--- config.mk ---
export PLATFORM = sky130hd
export DESIGN_NAME = local_interrupt_timer_unit
export DESIGN_NICKNAME = d
export VERILOG_FILES = /design/src/lit_pkg.sv /design/src/lit_core.sv /design/src/local_interrupt_timer_unit.sv
export VERILOG_INCLUDE_DIRS = /design/src /design/src/src
export SDC_FILE = /design/constraint.sdc
export NUM_CORES = 1
export LEC_CHECK = 0
export BUFFER_PORTS_ARGS = -buffer_cell sky130_fd_sc_hd__buf_2
export CAP_MARGIN = 20
export CELL_PAD_IN_SITES_DETAIL_PLACEMENT = 1
export CELL_PAD_IN_SITES_GLOBAL_PLACEMENT = 2
export CORE_AREA = 5 5 244 127
export CTS_CLUSTER_DIAMETER = 150
export DETAILED_ROUTE_END_ITERATION = 12
export DIE_AREA = 0 0 249 132
export PLACE_DENSITY = 0.8
export SETUP_SLACK_MARGIN = 0.3
export SLEW_MARGIN = 15
export SYNTH_ARGS = -nofsm -noshare
export SYNTH_HDL_FRONTEND = slang
export SYNTH_HIERARCHICAL = 1
export SYNTH_SLANG_ARGS = --single-unit
--- constraint.sdc ---
create_clock -name aclk -period 4.45 [get_ports aclk]
set_input_delay 0.6675 -clock aclk [delete_from_list [all_inputs] [get_ports aclk]]
set_output_delay 0.6675 -clock aclk [all_outputs]
set_load 0.01 [all_outputs]
--- src/assert_macros.svh ---
// Assertion macros used by the RTL of the local interrupt timer.
`ifndef ASSERT_MACROS_SVH
`define ASSERT_MACROS_SVH

// Checked only outside reset.
`define LIT_ASSERT(lbl, clk, rstn, prop, msg) \
    lbl: assert property (@(posedge clk) disable iff (!(rstn)) (prop)) else $error(msg);

// Checked at every edge, reset included.
`define LIT_ASSERT_ALWAYS(lbl, clk, prop, msg) \
    lbl: assert property (@(posedge clk) (prop)) else $error(msg);

`endif

--- src/lit_pkg.sv ---
// Types, register map and helpers for the local interrupt timer.
`default_nettype none

package lit_pkg;

    // Width of the initial and current count registers (8..32).
    localparam int COUNT_WIDTH = 32;

    // Function codes of an input item.
    localparam logic [1:0] FUNC_TICK  = 2'd0;
    localparam logic [1:0] FUNC_READ  = 2'd1;
    localparam logic [1:0] FUNC_WRITE = 2'd2;

    // Register offsets within the window.
    localparam logic [9:0] OFS_ID       = 10'h020;
    localparam logic [9:0] OFS_SPURIOUS = 10'h0F0;
    localparam logic [9:0] OFS_TIMER    = 10'h320;
    localparam logic [9:0] OFS_ERROR    = 10'h370;
    localparam logic [9:0] OFS_INIT     = 10'h380;
    localparam logic [9:0] OFS_CURRENT  = 10'h390;
    localparam logic [9:0] OFS_DIVIDE   = 10'h3E0;

    // Bit positions.
    localparam int BIT_MASK      = 16;
    localparam int BIT_MODE_LO   = 17;
    localparam int BIT_ENABLE    = 8;
    localparam logic [3:0] DIVIDE_BITS = 4'hB;

    // Timer mode that reloads.
    localparam logic [1:0] MODE_PERIODIC = 2'd1;

    typedef struct packed {
        logic [1:0]  func;
        logic [9:0]  reg_offset;
        logic [31:0] write_data;
    } lit_in_t;

    typedef struct packed {
        logic [31:0] read_data;
        logic        timer_irq;
        logic [7:0]  irq_vector;
    } lit_out_t;

    // Divisor of the prescaler: 2^((b3b1b0 + 1) mod 8), range 1..128.
    function automatic logic [7:0] divisor_of(input logic [3:0] code);
        logic [2:0] v;
        logic [2:0] sh;
        begin
            v  = {code[3], code[1:0]};
            sh = v + 3'd1;
            divisor_of = 8'd1 << sh;
        end
    endfunction

endpackage

`default_nettype wire

--- src/lit_core.sv ---
// Register window and timer state of the local interrupt timer.
`default_nettype none

module lit_core (
    input  wire logic            aclk,
    input  wire logic            aresetn,
    input  wire logic            step,
    input  wire lit_pkg::lit_in_t item,
    input  wire logic            cfg_we,
    input  wire logic [7:0]      cfg_id,
    output lit_pkg::lit_out_t    result
);
    import lit_pkg::*;

    logic [7:0]             local_id_reg;
    logic [7:0]             timer_vector_reg,  timer_vector_next;
    logic                   timer_masked_reg,  timer_masked_next;
    logic [1:0]             timer_mode_reg,    timer_mode_next;
    logic [3:0]             divide_code_reg,   divide_code_next;
    logic [COUNT_WIDTH-1:0] initial_count_reg, initial_count_next;
    logic [COUNT_WIDTH-1:0] current_count_reg, current_count_next;
    logic [6:0]             prescale_reg,      prescale_next;
    logic [7:0]             spurious_reg,      spurious_next;
    logic                   soft_enable_reg,   soft_enable_next;
    logic [7:0]             err_vector_reg,    err_vector_next;
    logic                   err_masked_reg,    err_masked_next;

    logic                   aligned;
    logic [7:0]             presc_inc;
    logic [COUNT_WIDTH-1:0] count_dec;
    logic                   fire;
    logic [31:0]            rd;

    assign aligned   = (item.reg_offset[3:0] == 4'd0);
    assign presc_inc = {1'b0, prescale_reg} + 8'd1;
    assign count_dec = current_count_reg - {{(COUNT_WIDTH-1){1'b0}}, 1'b1};

    // Register read mux
    always_comb begin
        rd = '0;
        if (item.func == FUNC_READ && aligned) begin
            unique case (item.reg_offset)
                OFS_ID:       rd = {local_id_reg, 24'd0};
                OFS_SPURIOUS: rd = {23'd0, soft_enable_reg, spurious_reg};
                OFS_TIMER:    rd = {13'd0, timer_mode_reg, timer_masked_reg,
                                    8'd0, timer_vector_reg};
                OFS_ERROR:    rd = {15'd0, err_masked_reg, 8'd0, err_vector_reg};
                OFS_INIT:     rd = 32'(initial_count_reg);
                OFS_CURRENT:  rd = 32'(current_count_reg);
                OFS_DIVIDE:   rd = {28'd0, divide_code_reg};
                default:      rd = '0;
            endcase
        end
    end

    // Next state: tick or register write
    always_comb begin
        timer_vector_next  = timer_vector_reg;
        timer_masked_next  = timer_masked_reg;
        timer_mode_next    = timer_mode_reg;
        divide_code_next   = divide_code_reg;
        initial_count_next = initial_count_reg;
        current_count_next = current_count_reg;
        prescale_next      = prescale_reg;
        spurious_next      = spurious_reg;
        soft_enable_next   = soft_enable_reg;
        err_vector_next    = err_vector_reg;
        err_masked_next    = err_masked_reg;
        fire               = 1'b0;

        if (item.func == FUNC_TICK) begin
            if (current_count_reg != '0) begin
                if (presc_inc < divisor_of(divide_code_reg)) begin
                    prescale_next = presc_inc[6:0];
                end else begin
                    prescale_next = '0;
                    current_count_next = count_dec;
                    if (count_dec == '0) begin
                        if (timer_mode_reg == MODE_PERIODIC) begin
                            current_count_next = initial_count_reg;
                        end
                        fire = !timer_masked_reg && soft_enable_reg;
                    end
                end
            end
        end else if (item.func == FUNC_WRITE && aligned) begin
            unique case (item.reg_offset)
                OFS_SPURIOUS: begin
                    spurious_next    = item.write_data[7:0];
                    soft_enable_next = item.write_data[BIT_ENABLE];
                    if (!item.write_data[BIT_ENABLE]) begin
                        timer_masked_next = 1'b1;
                        err_masked_next   = 1'b1;
                    end
                end
                OFS_TIMER: begin
                    timer_vector_next = item.write_data[7:0];
                    timer_masked_next = item.write_data[BIT_MASK] || !soft_enable_reg;
                    timer_mode_next   = item.write_data[BIT_MODE_LO +: 2];
                end
                OFS_ERROR: begin
                    err_vector_next = item.write_data[7:0];
                    err_masked_next = item.write_data[BIT_MASK] || !soft_enable_reg;
                end
                OFS_INIT: begin
                    initial_count_next = item.write_data[COUNT_WIDTH-1:0];
                    current_count_next = item.write_data[COUNT_WIDTH-1:0];
                    prescale_next      = '0;
                end
                OFS_DIVIDE: begin
                    divide_code_next = item.write_data[3:0] & DIVIDE_BITS;
                end
                default: begin
                end
            endcase
        end
    end

    assign result.read_data  = rd;
    assign result.timer_irq  = fire;
    assign result.irq_vector = fire ? timer_vector_reg : 8'd0;

    // State registers
    always_ff @(posedge aclk) begin
        if (!aresetn) begin
            local_id_reg      <= '0;
            timer_vector_reg  <= '0;
            timer_masked_reg  <= 1'b1;
            timer_mode_reg    <= '0;
            divide_code_reg   <= '0;
            initial_count_reg <= '0;
            current_count_reg <= '0;
            prescale_reg      <= '0;
            spurious_reg      <= 8'hFF;
            soft_enable_reg   <= 1'b0;
            err_vector_reg    <= '0;
            err_masked_reg    <= 1'b1;
        end else begin
            if (cfg_we) begin
                local_id_reg <= cfg_id;
            end
            if (step) begin
                timer_vector_reg  <= timer_vector_next;
                timer_masked_reg  <= timer_masked_next;
                timer_mode_reg    <= timer_mode_next;
                divide_code_reg   <= divide_code_next;
                initial_count_reg <= initial_count_next;
                current_count_reg <= current_count_next;
                prescale_reg      <= prescale_next;
                spurious_reg      <= spurious_next;
                soft_enable_reg   <= soft_enable_next;
                err_vector_reg    <= err_vector_next;
                err_masked_reg    <= err_masked_next;
            end
        end
    end

endmodule

`default_nettype wire

--- src/local_interrupt_timer_unit.sv ---
// Top level of the local interrupt timer: input stage, core and result register.
`default_nettype none
`include "assert_macros.svh"

// Local interrupt controller timer behind a valid/ready item stream. Each item is
// a bus tick, a register read or a register write, and each gives exactly one
// result item: read data, and the timer interrupt flag with its vector. An item
// sits in the input register, where the register window and the timer
// state are updated in a single pass, and then waits in the result register; the
// block takes one item per cycle while the result register is free, and result valid
// rises at the edge that moves the item on, which a full result register can hold back.
// The 8-bit identifier of the ID register is written through the cfg port, which
// is always ready.
module local_interrupt_timer_unit (
    input  wire logic             aclk,
    input  wire logic             aresetn,
    input  wire logic             s_valid,
    output logic                  s_ready,
    input  wire lit_pkg::lit_in_t s_data,
    output logic                  m_valid,
    input  wire logic             m_ready,
    output lit_pkg::lit_out_t     m_data,
    input  wire logic             cfg_valid,
    output logic                  cfg_ready,
    input  wire logic [7:0]       cfg_wdata
);
    import lit_pkg::*;

    logic     in_valid_reg;
    lit_in_t  in_item_reg;
    logic     out_valid_reg;
    lit_out_t out_item_reg;
    lit_out_t core_result;
    logic     out_free;
    logic     advance;

    assign out_free  = !out_valid_reg || m_ready;
    assign advance   = in_valid_reg && out_free;
    assign s_ready   = !in_valid_reg || out_free;
    assign cfg_ready = 1'b1;

    lit_core u_core (
        .aclk    (aclk),
        .aresetn (aresetn),
        .step    (advance),
        .item    (in_item_reg),
        .cfg_we  (cfg_valid),
        .cfg_id  (cfg_wdata),
        .result  (core_result)
    );

    // Input stage
    always_ff @(posedge aclk) begin
        if (!aresetn) begin
            in_valid_reg <= 1'b0;
        end else if (s_ready) begin
            in_valid_reg <= s_valid;
        end
    end

    always_ff @(posedge aclk) begin
        if (s_ready && s_valid) begin
            in_item_reg <= s_data;
        end
    end

    // Result register
    always_ff @(posedge aclk) begin
        if (!aresetn) begin
            out_valid_reg <= 1'b0;
        end else if (out_free) begin
            out_valid_reg <= in_valid_reg;
        end
    end

    always_ff @(posedge aclk) begin
        if (advance) begin
            out_item_reg <= core_result;
        end
    end

    assign m_valid = out_valid_reg;
    assign m_data  = out_item_reg;

    // Checks
    `LIT_ASSERT_ALWAYS(a_no_out_after_reset, aclk, $past(!aresetn) |-> !m_valid, "result valid right after reset")
    `LIT_ASSERT(a_accept_fills_stage, aclk, aresetn, (s_valid && s_ready) |=> in_valid_reg, "accepted item not held in input stage")
    `LIT_ASSERT(a_stage_holds, aclk, aresetn, (in_valid_reg && !out_free) |=> in_valid_reg, "stalled item dropped from input stage")
    `LIT_ASSERT(a_irq_not_on_read, aclk, aresetn, (m_valid && m_data.timer_irq) |-> (m_data.read_data == 32'd0), "interrupt with read data")

endmodule

`default_nettype wire
### Word level (Yosys, flattened, before mapping)

Index checks and enable logic that the tools add are counted.
W data, S select, Z words.

* output and inout bits: 44
* flip-flop bits (word level): 198

* multiplexer cells: 20
* bitwise gates (word level): 1
* shift operators: 1
* reductions and logical operators: 29
* equality and inequality tests: 13
* add/subtract/negate cells: 3
* $lt $le $gt $ge: 1

Operators with widths (number)
* $mux W32: 7
* $pmux W32 S7: 1
* $eq A10 B10 Y1 const B: 5
* $mux W7: 5
* $logic_not A32 Y1: 1
* $reduce_bool A32 Y1: 1
* $sub A32 B1 Y32 const B: 1
* $reduce_and A4 Y1: 6
* $reduce_and A5 Y1: 3
* $eq A10 B6 Y1 const B: 1
* $eq A10 B8 Y1 const B: 1
* $add A7 B1 Y8 const B: 1
* $lt A8 B8 Y1: 1
* $reduce_bool A2 Y1: 4
* $shl A1 B3 Y8 const A: 1
* $ne A2 B2 Y1 const B: 3
* $logic_and A1 B1 Y1: 5
* $mux W1: 5
* $eq A2 B1 Y1 const B: 2
* $logic_not A1 Y1: 4
* $logic_not A4 Y1: 1
* $pmux W1 S2: 2
* $add A3 B1 Y3 const B: 1
* $logic_or A1 B1 Y1: 3
* other kinds (3): 3

### Longest topological paths before layout

* depth after elaboration: 6
* mapped depth: 13
* mapped depth without buffers: 12

### By module

The synthesis kept the hierarchy.

By module, submodules not included
* lit_core: area each 6623.9 µm², sequential area each 2222.1 µm², cells an instance 878, times used 1
* local_interrupt_timer_unit: area each 2667.6 µm², sequential area each 2592.5 µm², cells an instance 96, times used 1

### Worst setup path before layout

No wires, ideal clock.

* path kind: input-to-reg
* start point: in m_ready
* end point: reg u_core.current_count_reg[1]
* data required time: 4333 ps
* arrival: 4445 ps
* stages on the path: 11
* setup slack: -112 ps
* library setup time: 117 ps
* cells stage by stage: nor2b_4 nor2b_1 nand3b_1 nor2_1 nand2_1 nand2_1 o21a_1 o21a_1 clkbuf_1 o22ai_1 a22o_1

* cells in the longest elaborated chain, start to end: 3

RTL lines
* from (decl): line local_interrupt_timer_unit.sv:21 `input wire logic m_ready,`
* $logic_or A1 B1 Y1: line local_interrupt_timer_unit.sv:37 `assign out_free = !out_valid_reg || m_ready;`
* $logic_and A1 B1 Y1: line local_interrupt_timer_unit.sv:38 `assign advance = in_valid_reg && out_free;`
* named net advance: line local_interrupt_timer_unit.sv:35 `logic advance;`
* $reduce_and A5 Y1 (no source line)
* to (signal assigned): line lit_core.sv:148 `current_count_reg <= current_count_next;`
* to (decl): line lit_core.sv:21 `logic [COUNT_WIDTH-1:0] current_count_reg, current_count_next;`

The timed path passes the listed nets, and every way through them passes these cells.
A chain may end at the register's enable or synchronous reset.

### Final worst setup path

* start point: reg u_core.current_count_reg[1]
* end point: reg u_core.current_count_reg[10]

* cells in the longest elaborated chain, start to end: 6
* elaborated cells on any way between the ends: 10
* classes of those cells: add/sub: 1; eq/ne: 1; mux: 5; reduce/logical: 3

RTL lines
* $sub A32 B1 Y32: line lit_core.sv:36 `assign count_dec = current_count_reg - {{(COUNT_WIDTH-1){1'b0}}, 1'b1};`
* $logic_not A32 Y1 / $mux W32 (equally long branches): line lit_core.sv:78, lit_core.sv:79
* $mux W32: line lit_core.sv:78 `if (count_dec == '0) begin`
* $mux W32: line lit_core.sv:73 `if (presc_inc < divisor_of(divide_code_reg)) begin`
* $mux W32: line lit_core.sv:72 `if (current_count_reg != '0) begin`
* $mux W32: line lit_core.sv:71 `if (item.func == FUNC_TICK) begin`

Parallel ways exist; a longest one is shown, timed or not. The select of a mux whose other input is x is not followed.

==> out/results.ini <==
[layout]
syn_to_final_growth_pct=15.9
num-fill-cells=3293
design_area_um2=10800
seqCellArea_um2=4810
multiInputGateArea_um2=4200
antennaDiodeCount=0
final_cells=1450
drive_above_1_share_pct=18.9
largest_register_ffs=44
nNetsFinal=1114

[clock_network]
ctsHoldBuffers=0
cts.clk_slew.worst_paths_ns=0.08
ctsResizeCount=0
root_buffer=clkbuf_16
clk_latency_ns=0.46
clock-sinks=198
cts_buffers=17
cts_tree=built
ctsHtreeMaxLevel=4
clockBufferDepth=2

[floorplan]
io_pins=101
fp.dieH_um=132
die_area_um2=32900
num_rows=44
initial_core_util_pct=32.5
core-area_um2=28600
dieWidth_um=249

[worst_setup_path]
arrival_ns=4.10
worst-setup-path-type=flop to flop
cp_max_fo=16
start_kind=flop
crit_required_ns=4.79
crit_path_end_kind=flop

[synth]
avgSynthCellArea_um2=9.54
syn_nets=1042
syn_inst=974
ys_ff_latch=198
ys_types=64
synth_area_um2=9290
yosys.area.top_type=edfxtp_1
ys_warn_count=6
async_flop_share_pct=0
synth_edf_count=85
synth.top_cells.by_count=162 x nand2_1, 113 x dfxtp_1, 91 x nor2_1
synth-seq-area-share_pct=51.8
netlist.area_leader.share_pct=27.5
synth.most_common_cell=nand2_1
synthFlopType=dfxtp_1
synth_area_leaders=edfxtp_1 27%, dfxtp_1 24%, nand2_1 6.5%, nor2_1 3.7%, a21oi_1 3.7%

[route]
via_per_inst=5.35
routedWlPerCell_um=21.2
num_vias=7759
ant_nets=0
drc=0
firstDrtPassIters=7
dr.first_iter.drc_count=691
wl_um=30700

[place]
place_area_um2=10200
io_buffers=99
place_congestion=0.939
hpwl_um=22000
placed_cells=1416

[global_routing]
grt_use_met2_pct=23.8
grt_pass1_vias=7853
busiest_layer=met1
antenna_found_initial=0
grt_start_max_net_pins=56
grt_overflow=0
grt_pass1_wl_um=47500
grt_usage_pct=18.5
use_met3_pct=4.53
grtUsageMet1_pct=30.5

[min_path]
worst_hold_path_type=primary input to flop

[power]
power.density_nw_per_um2=363
leakage_uw=0.00385
ir_drop_uv=278
total_power_uw=3910

[job]
cap_violations=0

[sta]
setup_viol=0
maxSlewHeadroom_pct=36.0
tns_ns=0
finClkSkew_ns=0.0153
maxSlewViolCount=0
finalCriticalPeriod_ns=3.77
grt_setup_unrepaired=false
fin_crit_sh_pct=84.6
tightest_slew_ns=0.957
hold_viol_final=0
fmax_mhz=265

[run_status]
status=completed

[per-stage QoR]
step	worst slack [ns]	hold WS, ns	utilization [%]
detailed placement	0.608	0.455	35.7
floorplan	0.791	0.432	-
global route	0.553	0.343	37.7
finish	0.683	0.374	37.7
global placement	0.782	0.441	35.7
CTS	0.520	0.345	37.6
[worst paths after layout]
kind                          startpoint  cells past startpoint  slack, ns                           end
max reg2reg  u_core/current_count_reg[1]                     11       0.68  u_core/current_count_reg[10]
min reg2reg     u_core/err_vector_reg[5]                      2       0.46      u_core/err_vector_reg[5]
min                           s_data[21]                      1       0.37               in_item_reg[21]
max          u_core/current_count_reg[1]                     11       0.68  u_core/current_count_reg[10]
[where the power goes]
| part | leakage, uW | internal, uW | switching (uW) | total [uW] |
|---|---|---|---|---|
| logic | 0.00184 | 157 | 263 | 420 |
| clock network | 0.000272 | 731 | 753 | 1480 |
| registers | 0.00174 | 1950 | 58.1 | 2000 |
[critical path, stage by stage, from the launching register on]
cell and delay (ns):
dfxtp_1 0.41, inv_1 0.20, ha_1 0.18, or4b_2 0.61
nor4_1 0.39, nand4_1 0.14, a2111oi_0 0.40, nand4_1 0.21
nor4b_4 0.34, buf_4 0.29, a211oi_1 0.12, nor4_1 0.34
[logic make-up (layout without fill, tap and decap cells)]
logic type / after synthesis / in the layout / share of synthesized area, %
AND/OR/NAND/NOR: 437 / 437 / 23.1
flip-flops: 198 / 198 / 51.8
AO/OA/AOI/OAI: 167 / 167 / 11.6
buffers and inverters: 78 / 163 / 3.41
multiplexers: 43 / 43 / 4.89
XOR/XNOR: 39 / 39 / 3.68
adder cells (fa/ha/maj): 11 / 11 / 1.48
other: 1 / 1 / 0.0404
[cell type report]
cell class              count  share of cell area, %
multi-input cells         698                   39.0
clock inverters            14                   1.03
flip-flops and latches    198                   44.7
inverters                   7                  0.244
clock buffers              18                   3.99
well taps                 391                   4.54
repair buffers            124                   6.46
[cells in the final DEF, fill, tap and decap left out, types with 7 or more instances in the layout]
| cell | n |
|---|---|
| nand2_1 | 162 |
| dfxtp_1 | 113 |
| buf_2 | 99 |
| nor2_1 | 89 |
| edfxtp_1 | 85 |
| a21oi_1 | 67 |
| nor3_1 | 48 |
| nor4_1 | 35 |
| a211oi_1 | 26 |
| buf_4 | 24 |
| mux2i_1 | 24 |
| xnor2_1 | 21 |
| mux2_2 | 19 |
| xor2_1 | 18 |
| clkbuf_16 | 17 |
| nand3_1 | 17 |
| a22oi_1 | 15 |
| o21ai_0 | 11 |
| ha_1 | 11 |
| or4_1 | 10 |
| and2_1 | 10 |
| or3_1 | 8 |
| nand4_1 | 8 |
| a222oi_1 | 8 |
| inv_6 | 7 |
| a31oi_1 | 7 |
[per-layer routing]
| metal | vias to the layer above | wire length, um |
|---|---|---|
| met5 | - | 0 |
| met4 | 0 | 297 |
| met3 | 23 | 1570 |
| met2 | 186 | 11600 |
| met1 | 3888 | 17300 |
| li1 | 3662 | - |
[repair_timing]
item,4_1_cts,5_1_grt
setup buffers,0,2
setup endpoints to repair,0,7
hold endpoints to repair,0,0
(Power assumes the default switching activity.)
